`config.mk`:
```
export PLATFORM = sky130hd
export DESIGN_NAME = alr_rate_wrap
export DESIGN_NICKNAME = d
export VERILOG_FILES = /design/src/rtl/alr_pkg.sv /design/src/rtl/alr_rate_wrap.sv
export SDC_FILE = /design/constraint.sdc
export NUM_CORES = 1
export LEC_CHECK = 0
export ABC_AREA = 1
export BUFFER_PORTS_ARGS = -buffer_cell sky130_fd_sc_hd__buf_4
export CAP_MARGIN = 0
export CORE_MARGIN = 1
export CORE_UTILIZATION = 35
export CTS_CLUSTER_SIZE = 25
export DETAILED_ROUTE_END_ITERATION = 8
export PLACE_DENSITY_LB_ADDON = 0.08
export SLEW_MARGIN = 20
export SYNTH_ARGS = -nofsm -noshare
export SYNTH_HDL_FRONTEND = slang
export SYNTH_SLANG_ARGS = --single-unit
```
`constraint.sdc`:
```
create_clock -name i_clk -period 3.4 [get_ports i_clk]
set_input_delay 0.17 -clock i_clk [delete_from_list [all_inputs] [get_ports i_clk]]
set_output_delay 0.17 -clock i_clk [all_outputs]
set_load 0.01 [all_outputs]
```
`src/rtl/alr_pkg.sv`:
```
`default_nettype none

package alr_pkg;

    // configuration port
    localparam int CFG_AW = 2;
    localparam int CFG_DW = 24;

    localparam logic [CFG_AW-1:0] CFG_PLAYBACK_RATE     = 2'd0;
    localparam logic [CFG_AW-1:0] CFG_TRIGGER_CONNECTED = 2'd1;
    localparam logic [CFG_AW-1:0] CFG_TRIGGER_LEVEL     = 2'd2;

    localparam logic [CFG_DW-1:0] RATE_RESET = 24'h010000;

    localparam int SAMPLE_W = 16;
    localparam int FRAC_W   = 16;

    // result queue
    localparam int FIFO_DEPTH = 8;
    localparam int FIFO_AW    = 3;

    typedef struct packed {
        logic busy;
        logic done;
    } t_red_stat;

endpackage

`default_nettype wire

```
`src/rtl/alr_rate_wrap.sv`:
```
`default_nettype none

// Reduces the playback step modulo span * 2^16 into the non-negative range,
// one conditional subtract per cycle.
module alr_rate_wrap #(
    parameter int AW = 16
) (
    input  wire logic                    i_clk,
    input  wire logic                    i_rst_n,
    input  wire logic                    i_start,
    input  wire logic [AW:0]             i_span,
    input  wire logic [alr_pkg::CFG_DW-1:0] i_rate,
    output alr_pkg::t_red_stat           o_stat,
    output logic [AW+alr_pkg::FRAC_W-1:0] o_step
);

    import alr_pkg::*;

    localparam int VW = AW + 10;

    logic [VW-1:0]     r_v,   n_v;
    logic [VW-1:0]     r_sub;
    logic [3:0]        r_cnt;
    logic [FRAC_W-1:0] r_frac;
    logic              r_busy;
    logic              r_done;
    logic [VW-1:0]     v_start;

    // integer part of the step plus 256 spans keeps the value non-negative
    assign v_start = {{(VW-8){i_rate[CFG_DW-1]}}, i_rate[CFG_DW-1:FRAC_W]}
                   + ({{(VW-AW-1){1'b0}}, i_span} << 8);

    assign n_v = (r_v >= r_sub) ? r_v - r_sub : r_v;

    always_ff @(posedge i_clk) begin
        if (!i_rst_n) begin
            r_busy <= 1'b0;
            r_done <= 1'b0;
        end else begin
            r_done <= 1'b0;
            if (i_start) begin
                r_busy <= 1'b1;
            end else if (r_busy && r_cnt == 4'd0) begin
                r_busy <= 1'b0;
                r_done <= 1'b1;
            end
        end
    end

    always_ff @(posedge i_clk) begin
        if (i_start) begin
            r_v    <= v_start;
            r_sub  <= {{(VW-AW-1){1'b0}}, i_span} << 8;
            r_cnt  <= 4'd8;
            r_frac <= i_rate[FRAC_W-1:0];
        end else if (r_busy) begin
            r_v   <= n_v;
            r_sub <= r_sub >> 1;
            r_cnt <= r_cnt - 4'd1;
            if (r_cnt == 4'd0) begin
                o_step <= {n_v[AW-1:0], r_frac};
            end
        end
    end

    assign o_stat = {r_busy, r_done};

endmodule

`default_nettype wire

```
* Yosys cells after proc, flatten, opt, wreduce, memory -nomap -nowiden
Index checks and enable logic that the tools add are counted.
Storage, ports and cells: register bits 105, latch bits 0, RAM bits 0, memory bits (read-only) 0, bits of input ports 44, output and inout bits 34, memories kept 0
Operators by class: add/sub/neg operators 3, $mul 0, divide/modulo/power cells 0, order comparisons 1, equal/unequal tests 0, shifts and indexed selects 0, multiplexer cells 8, bitwise gates (word level) 2, reductions and logical operators 8
Operators by type and width (number):
- $mux 26 | 3
- $mux 25 | 2
- $add 26x25->26 | 1
- $ge 26x25->1 | 1
- $sub 26x25->26 | 1
- $reduce_bool 2->1 | 3
- $logic_not 4->1 | 1
- $sub 4x1->4 const B | 1
- $mux 1 | 3
- $reduce_and 3->1 | 1
- $not 1->1 | 2
- $reduce_and 2->1 | 1
- $reduce_or 2->1 | 1
- $logic_and 1x1->1 | 1

* Depth between registers and ports, before layout
Gate-level depths: netlist of run 1.
depth in word-level cells 4, gate-level depth with buffers 15, depth with buffers taken out 15

* Least setup slack after synthesis of run 1
OpenSTA, ideal clock, no wires.
kind input to register, start point input port i_start, end point register o_step[0] (netlist name) (enable), setup time 0.421 ns, arrival 2.234 ns, data required time 2.979 ns, setup slack 0.745 ns, cell stages on the path 5, cells stage by stage clkbuf_1 -> inv_1 -> nand2_1 -> clkbuf_1 -> nor2_1
Between the ends: word-level cells in the longest chain between the ends 2
RTL lines:
- start: declaration | RTL line alr_rate_wrap.sv:10 | input wire logic i_start,
- $not 1->1 (no line)
- $reduce_and 3->1 (no line)
- end signal: assignment | RTL line alr_rate_wrap.sv:61 | o_step <= {n_v[AW-1:0], r_frac};
- end: declaration | RTL line alr_rate_wrap.sv:14 | output logic [AW+alr_pkg::FRAC_W-1:0] o_step
No other way between the ends. A chain may end at the register's enable or synchronous reset.

* Worst setup path after layout of run 1
start point register r_v[6], end point register r_v[16] (enable)
Between the ends: word-level cells in the longest chain between the ends 3
RTL lines:
- start: declaration | RTL line alr_rate_wrap.sv:21 | logic [VW-1:0] r_v, n_v;
- start signal: assignment | RTL line alr_rate_wrap.sv:52 | r_v <= v_start;
- start signal: assignment | RTL line alr_rate_wrap.sv:57 | r_v <= n_v;
- $ge 26x25->1 | RTL line alr_rate_wrap.sv:33 | assign n_v = (r_v >= r_sub) ? r_v - r_sub : r_v;
- $reduce_bool 2->1 (no line)
- $reduce_and 2->1 (no line)
No other way between the ends.

==> flow_metrics.py, run 1 <==
metrics = {
    "global_routing": {
        "grt_max_degree": 51,
        "grt.overflow.total": 0,
        "grt.total_usage": 0.194,
        "antenna_found_initial": 0,
        "grt_pass1_vias": 5782,
        "grt_pass1_wl_um": 30200,
    },
    "drt": {
        "routed_wl_um": 19100,
        "firstDrtPassIters": 4,
        "drc": 0,
        "antenna_left": 0,
        "drt_iter0_drc": 254,
        "viasPerCell": 4.62,
        "num_vias": 5983,
        "wire_per_inst_um": 14.7,
    },
    "sta": {
        "fin_ws_ns": 0.744,
        "rsz0062_at_grt": "false",
        "finClkSkew_ns": 0.00811,
        "maxSlewHeadroom": 0.329,
        "setup_violations": 0,
        "hold_viol": 0,
        "period_share": 0.781,
        "final_max_slew_viol_count": 0,
        "tightest_slew_ns": 1.00,
        "setup_tns_ns": 0,
        "max_freq_mhz": 377,
        "min_period_ns": 2.66,
    },
    "floorplan": {
        "die_h_um": 144,
        "core_region_area_um2": 19600,
        "die-area_um2": 20700,
        "initial_utilization": 0.360,
        "die_x_um": 144,
        "rows": 51,
        "top_level_ports": 78,
    },
    "placement": {
        "gp_congestion": 0.842,
        "dpl.hpwl_um": 15000,
        "place_ws_ns": 0.707,
        "dp_cells": 1264,
        "io_buffers": 77,
    },
    "synthesis": {
        "synth_nets": 1019,
        "postSynthAreaPerCell_um2": 7.58,
        "synth-seq-cells": 105,
        "synth_top_area_frac": 0.388,
        "yosysTopAreaCell": "edfxtp_1",
        "ys_warn_count": 0,
        "yosysSeqAreaShare": 0.427,
        "yosys-top-cells-area": "edfxtp_1 39%, nand2_1 17%, inv_1 8.6%",
        "ys_types": 34,
        "syn_area_um2": 7050,
        "netlist_instances": 930,
    },
    "cts": {
        "clk_pin_slew_ns": 0.08,
        "cts_resized": 0,
        "cts_tree": "built",
        "cts_made_buffers": 9,
        "clk_latency_ns": 0.36,
        "cts_setup_buffers": 0,
        "cts_root_buf": "clkbuf_16",
        "hold_buffers": 16,
        "htree_levels": 3,
        "numClockSinks": 105,
        "cts.path.max_buffers": 2,
    },
    "power": {
        "p_per_area_nw_per_um2": 586,
        "power.leakage_nw": 4.13,
        "irDropWorstVdd_mv": 0.261,
    },
    "setup_path": {
        "r2r_cells": 9,
        "r2r_end": "r_v[16]",
        "reg2reg_from": "r_v[6]",
        "end_kind": "register",
        "rrSetupSlack_ns": 0.74,
        "worstSetupPathType": "register to register",
        "crit_required_ns": 3.41,
        "start_kind": "register",
        "path_max_fanout": 17,
        "cp_data_arrival_time_ns": 2.66,
    },
    "final_layout": {
        "fin_nets": 1115,
        "syn2layout_area_growth_pct": 19.5,
        "finalNonFillerCells": 1296,
        "drive_gt1_frac": 0.123,
        "final_common_cell": "nand2_1",
        "fillerInstances": 2068,
        "final_cell_mix": "313 x nand2_1, 161 x inv_1, 91 x edfxtp_1",
        "antenna_cells": 0,
    },
    "hold_path": {
        "hold_path_depth": 3,
        "hold_end": "r_busy",
        "holdCritStartpoint": "i_rst_n",
        "hp-class": "input pin to register",
    },
    "job": {
        "drv_cap": 0,
    },
    "run_status": {
        "outcome": "complete, no violations",
    },
}
-- through the flow --
| step | total power (W) | hold slack (ns) | area, µm² | util |
|---|---|---|---|---|
| detailed placement | 0.00383 | 0.349 | 7940 | 0.405 |
| global placement | 0.00382 | 0.348 | 7940 | 0.405 |
| floorplan | 0.00326 | 0.269 | 7050 | - |
| CTS | 0.00500 | 0.0312 | 8420 | 0.430 |
| global route | 0.00537 | 0.0384 | 8420 | 0.430 |
| finish | 0.00494 | 0.0395 | 8420 | 0.430 |
-- Yosys cell counts --
master      n
a21o_1      2
a21oi_1    37
and2_1     17
and3_1      1
buf_1       1
buf_2       3
buf_4       2
buf_8       1
clkbuf_1    8
clkinv_1    2
dfxtp_1    14
edfxtp_1   91
fa_1        2
ha_1       43
inv_1     161
inv_2       4
nand2_1   313
nand2_2    12
nand3_1    60
nand3_4     1
nand3b_1    9
nand4_1    24
nor2_1     48
nor2_2      3
nor2_4      2
nor3_1      2
nor3_2      1
nor4_1      1
o21ai_0    35
o21bai_1    3
o22ai_1     8
or2_2       3
xnor2_1     9
xor2_1      7
-- how the worst max path moves through the flow --
stage | from | end | slack (ns) | cells past startpoint
finish | r_v[6] | r_v[16] | 0.74 | 9
global route | r_v[3] | r_v[16] | 0.56 | 11
CTS | r_v[6] | r_v[16] | 0.69 | 9
detailed placement | r_v[6] | r_v[16] | 0.71 | 9
global placement | r_v[8] | r_v[16] | 0.77 | 11
floorplan | i_start | o_step[0] | 0.74 | 5
-- logic make-up after synthesis --
| family | after synthesis | share of synthesized area |
|---|---|---|
| compound gates | 85 | 0.0635 |
| simple gates | 497 | 0.307 |
| buf+inv | 182 | 0.100 |
| xor+xnor | 16 | 0.0199 |
| flops | 105 | 0.427 |
| fa+ha+maj | 45 | 0.0820 |
-- per-layer routing --
metal	GRT usage	routed length, µm	up-vias
li1	-	-	3179
met5	0	0	-
met3	0.0360	536	12
met4	0.0375	160	0
met2	0.336	9400	82
met1	0.249	8950	2710
-- sequential cells by signal, indices dropped and copies added (netlist names) --
register and flops:
r_busy 1, r_done 1, r_frac 16, r_cnt 4, r_sub 25, r_v 26
o_step 32
-- worst max-delay path, stage by stage, from the launching register on --
cell      delay [ns]
edfxtp_1        0.42
ha_1            0.39
nand2_1         0.13
nor2_2          0.16
nand3_1         0.09
nand3_1         0.17
nand2_2         0.29
nand3_4         0.19
nand2_1         0.09
nand2_1         0.37
-- cell type report --
type | count | area, µm² | area share
Sequential cell | 105 | 3010 | 0.358
Tap cell | 265 | 332 | 0.0394
Multi-Input combinational cell | 643 | 3340 | 0.396
Clock buffer | 10 | 239 | 0.0284
Clock inverter | 6 | 83.8 | 0.00995
Timing Repair Buffer | 100 | 791 | 0.0939
Inverter | 167 | 627 | 0.0744
-- power breakdown --
group / internal (W) / switching [W] / total [W]
clock: 0.000610 / 0.000521 / 0.00113
combinational: 0.000763 / 0.00135 / 0.00211
sequential: 0.00163 / 0.0000628 / 0.00169
(Power assumes the default switching activity.)
==> inputs of run 2 (changes only) <==
- ABC_AREA: 1 -> 0
- clock period: 3.4 -> 2.6 ns (I/O delays scaled with it)
==> flow_metrics.py, run 2 <==
metrics = {
    "floorplan": {
        "initial_utilization": 0.361,
        "rows": 47,
        "die-area_um2": 17800,
        "die_h_um": 133,
        "core_region_area_um2": 16700,
        "top_level_ports": 78,
        "die_x_um": 133,
    },
    "synthesis": {
        "yosysTopAreaCell": "edfxtp_1",
        "yosys.area_share.simple": 0.0762,
        "synth_top_family_by_area": "compound AO/OA/AOI/OAI gates",
        "yosys-top-cells-count": "91 x edfxtp_1, 43 x ha_1, 39 x inv_1, 34 x nor2_1, 29 x a21oi_1",
        "async_flop_share": 0,
        "yosysSeqAreaShare": 0.500,
        "synth.most_common_cell": "edfxtp_1",
        "synth-seq-cells": 105,
        "synth_top_area_frac": 0.453,
        "ys_types": 54,
        "synth_edf_count": 91,
        "syn_area_um2": 6030,
        "netlist_instances": 521,
        "postSynthAreaPerCell_um2": 11.6,
        "ys_warn_count": 0,
        "synthFlopType": "edfxtp_1",
        "synth_nets": 610,
        "synthAdderAreaFrac": 0.0959,
        "synth-compound-area-share": 0.165,
        "synth_xor_area_frac": 0.0567,
        "yosys-top-cells-area": "edfxtp_1 45%, ha_1 8.9%, mux2_2 5.2%",
        "muxShareOfSynthArea": 0.0672,
    },
    "final_layout": {
        "regArea_um2": 3010,
        "syn2layout_area_growth_pct": 40.9,
        "regMostFlops": "o_step",
        "final_common_cell": "buf_4",
        "design_area_um2": 8490,
        "final_cell_mix": "187 x buf_4, 91 x edfxtp_1, 40 x ha_1",
        "multi_input_area_um2": 2950,
        "largest_reg_flops": 32,
        "drive_gt1_frac": 0.369,
        "antenna_cells": 0,
        "top_regs": "o_step x32, r_v x26, r_sub x25",
        "fin_nets": 823,
        "fillerInstances": 1536,
    },
    "setup_path": {
        "cp_data_arrival_time_ns": 3.18,
        "worstSetupPathType": "register to register",
        "end_kind": "register",
        "path_max_fanout": 7,
        "r2r_end": "r_v[10]",
        "reg2reg_from": "r_v[0]",
        "max_stage_delay_ns": 0.38,
        "r2r_cells": 13,
        "cpMaxStageDelayCell": "edfxtp_1",
        "crit_required_ns": 2.72,
        "start_kind": "register",
        "critPathLaunch": "r_v[0]",
        "rrSetupSlack_ns": -0.46,
        "path_cells": "inv_2 -> ha_4 -> fa_2 -> inv_2 -> a21o_1 -> a211o_1 -> a211o_1 -> a31oi_2 -> o21ai_2 -> o22ai_4 -> buf_6 -> mux2_4 -> mux2_2",
    },
    "placement": {
        "gp_congestion": 0.854,
        "io_buffers": 77,
        "dpl.hpwl_um": 10800,
        "placed_area_um2": 7730,
    },
    "global_routing": {
        "grt_pass1_vias": 4845,
        "grt_pass1_wl_um": 24100,
        "grt_max_degree": 48,
        "antenna_found_initial": 0,
        "grt.total_usage": 0.174,
        "grt.overflow.total": 0,
    },
    "hold_path": {
        "holdCritStartpoint": "i_rate[20]",
        "hp-class": "input pin to register",
        "hold_path_depth": 2,
        "hold_end": "r_v[4]",
    },
    "sta": {
        "period_share": 1.18,
        "min_period_ns": 3.06,
        "finClkSkew_ns": 0.00809,
        "tightest_slew_ns": 0.490,
        "hold_viol": 0,
        "final_max_slew_viol_count": 0,
        "max_freq_mhz": 327,
        "hold_ws_ns": 0.0688,
        "setup_violations": 51,
        "rsz0062_at_grt": "true",
        "fin_ws_ns": -0.458,
        "maxSlewHeadroom": 0.673,
    },
    "cts": {
        "htree_levels": 3,
        "cts_tree": "built",
        "cts.path.max_buffers": 2,
        "clk_pin_slew_ns": 0.08,
        "cts_made_buffers": 9,
        "numClockSinks": 105,
        "cts_root_buf": "clkbuf_16",
        "clk_latency_ns": 0.37,
    },
    "drt": {
        "firstDrtPassIters": 4,
        "routed_wl_um": 14700,
        "drc": 0,
        "antenna_left": 0,
        "num_vias": 4724,
        "drt_iter0_drc": 159,
        "wire_per_inst_um": 15.3,
        "viasPerCell": 4.93,
    },
    "power": {
        "p_per_area_nw_per_um2": 1070,
        "power.leakage_nw": 3.63,
        "irDropWorstVdd_mv": 0.557,
    },
    "run_status": {
        "outcome": "complete, but fails checks",
        "violations": "negative setup slack",
    },
    "job": {
        "drv_cap": 0,
    },
}
==> run 2: power breakdown <==
part | leakage [nW] | total, W | switching (W) | internal, W
logic | 2.47 | 0.00519 | 0.00225 | 0.00295
registers | 1.00 | 0.00245 | 0.000138 | 0.00231
clock network | 0.154 | 0.00143 | 0.000731 | 0.000700
total | 3.63 | 0.00907 | 0.00312 | 0.00596
==> run 2: metrics by stage <==
step	total power [W]	setup TNS (ns)	utilization	std cells	worst slack (ns)
finish	0.00907	-14.54	0.509	959	-0.458
global route	0.00972	-21.57	0.509	959	-0.591
CTS	0.00905	-15.88	0.506	957	-0.544
detailed placement	0.00685	-19.63	0.463	916	-0.626
global placement	0.00683	-16.62	0.463	916	-0.707
floorplan	0.00513	-10.66	-	521	-0.460
==> run 2: kinds of logic after synthesis <==
logic type,count (synthesis)
AOI/OAI and AO/OA,138
DFF,105
and+or+nand+nor,99
buffers and inverters,58
adders and majority gates,45
xor gates and xnor gates,39
muxes,37
==> run 2: cell type report <==
cell class | count | share of cell area
Timing Repair Buffer | 221 | 0.211
Inverter | 39 | 0.0172
Tap cell | 220 | 0.0324
Multi-Input combinational cell | 358 | 0.347
Clock buffer | 9 | 0.0265
Sequential cell | 105 | 0.355
Clock inverter | 7 | 0.0110
==> run 2: worst max-delay path by stage <==
| stage | end | slack [ns] | cells past startpoint |
|---|---|---|---|
| 2_1_floorplan | r_v[4] | -0.46 | 13 |
| 3_3_place_gp | r_v[24] | -0.71 | 13 |
| 3_5_place_dp | r_v[24] | -0.63 | 13 |
| 4_1_cts | r_v[24] | -0.54 | 11 |
| 5_1_grt | r_v[5] | -0.59 | 13 |
| 6_report | r_v[10] | -0.46 | 13 |
==> run 2: repair_timing <==
item / 4_1_cts / 5_1_grt
hold endpoints to repair: 18 / 0
setup endpoints to repair: 52 / 52
resized for setup: 46 / 10
pin swaps: 8 / 4
hold buffers: 17 / 0
setup buffers: 10 / 5
==> run 2: layer usage <==
metal,part of all wire,up-vias,GRT usage
met5,0,-,0
met4,0.015,0,0.0537
met3,0.048,15,0.0396
met2,0.46,92,0.288
met1,0.47,2244,0.226
li1,-,2373,-
==> run 2: critical path: cells and delay by family (launching register included) <==
| family | cells | cell delay, ns |
|---|---|---|
| compound gates | 6 | 1.19 |
| fa+ha+maj | 2 | 0.34 |
| mux | 2 | 0.58 |
| flops | 1 | 0.38 |
| buf+inv | 3 | 0.31 |
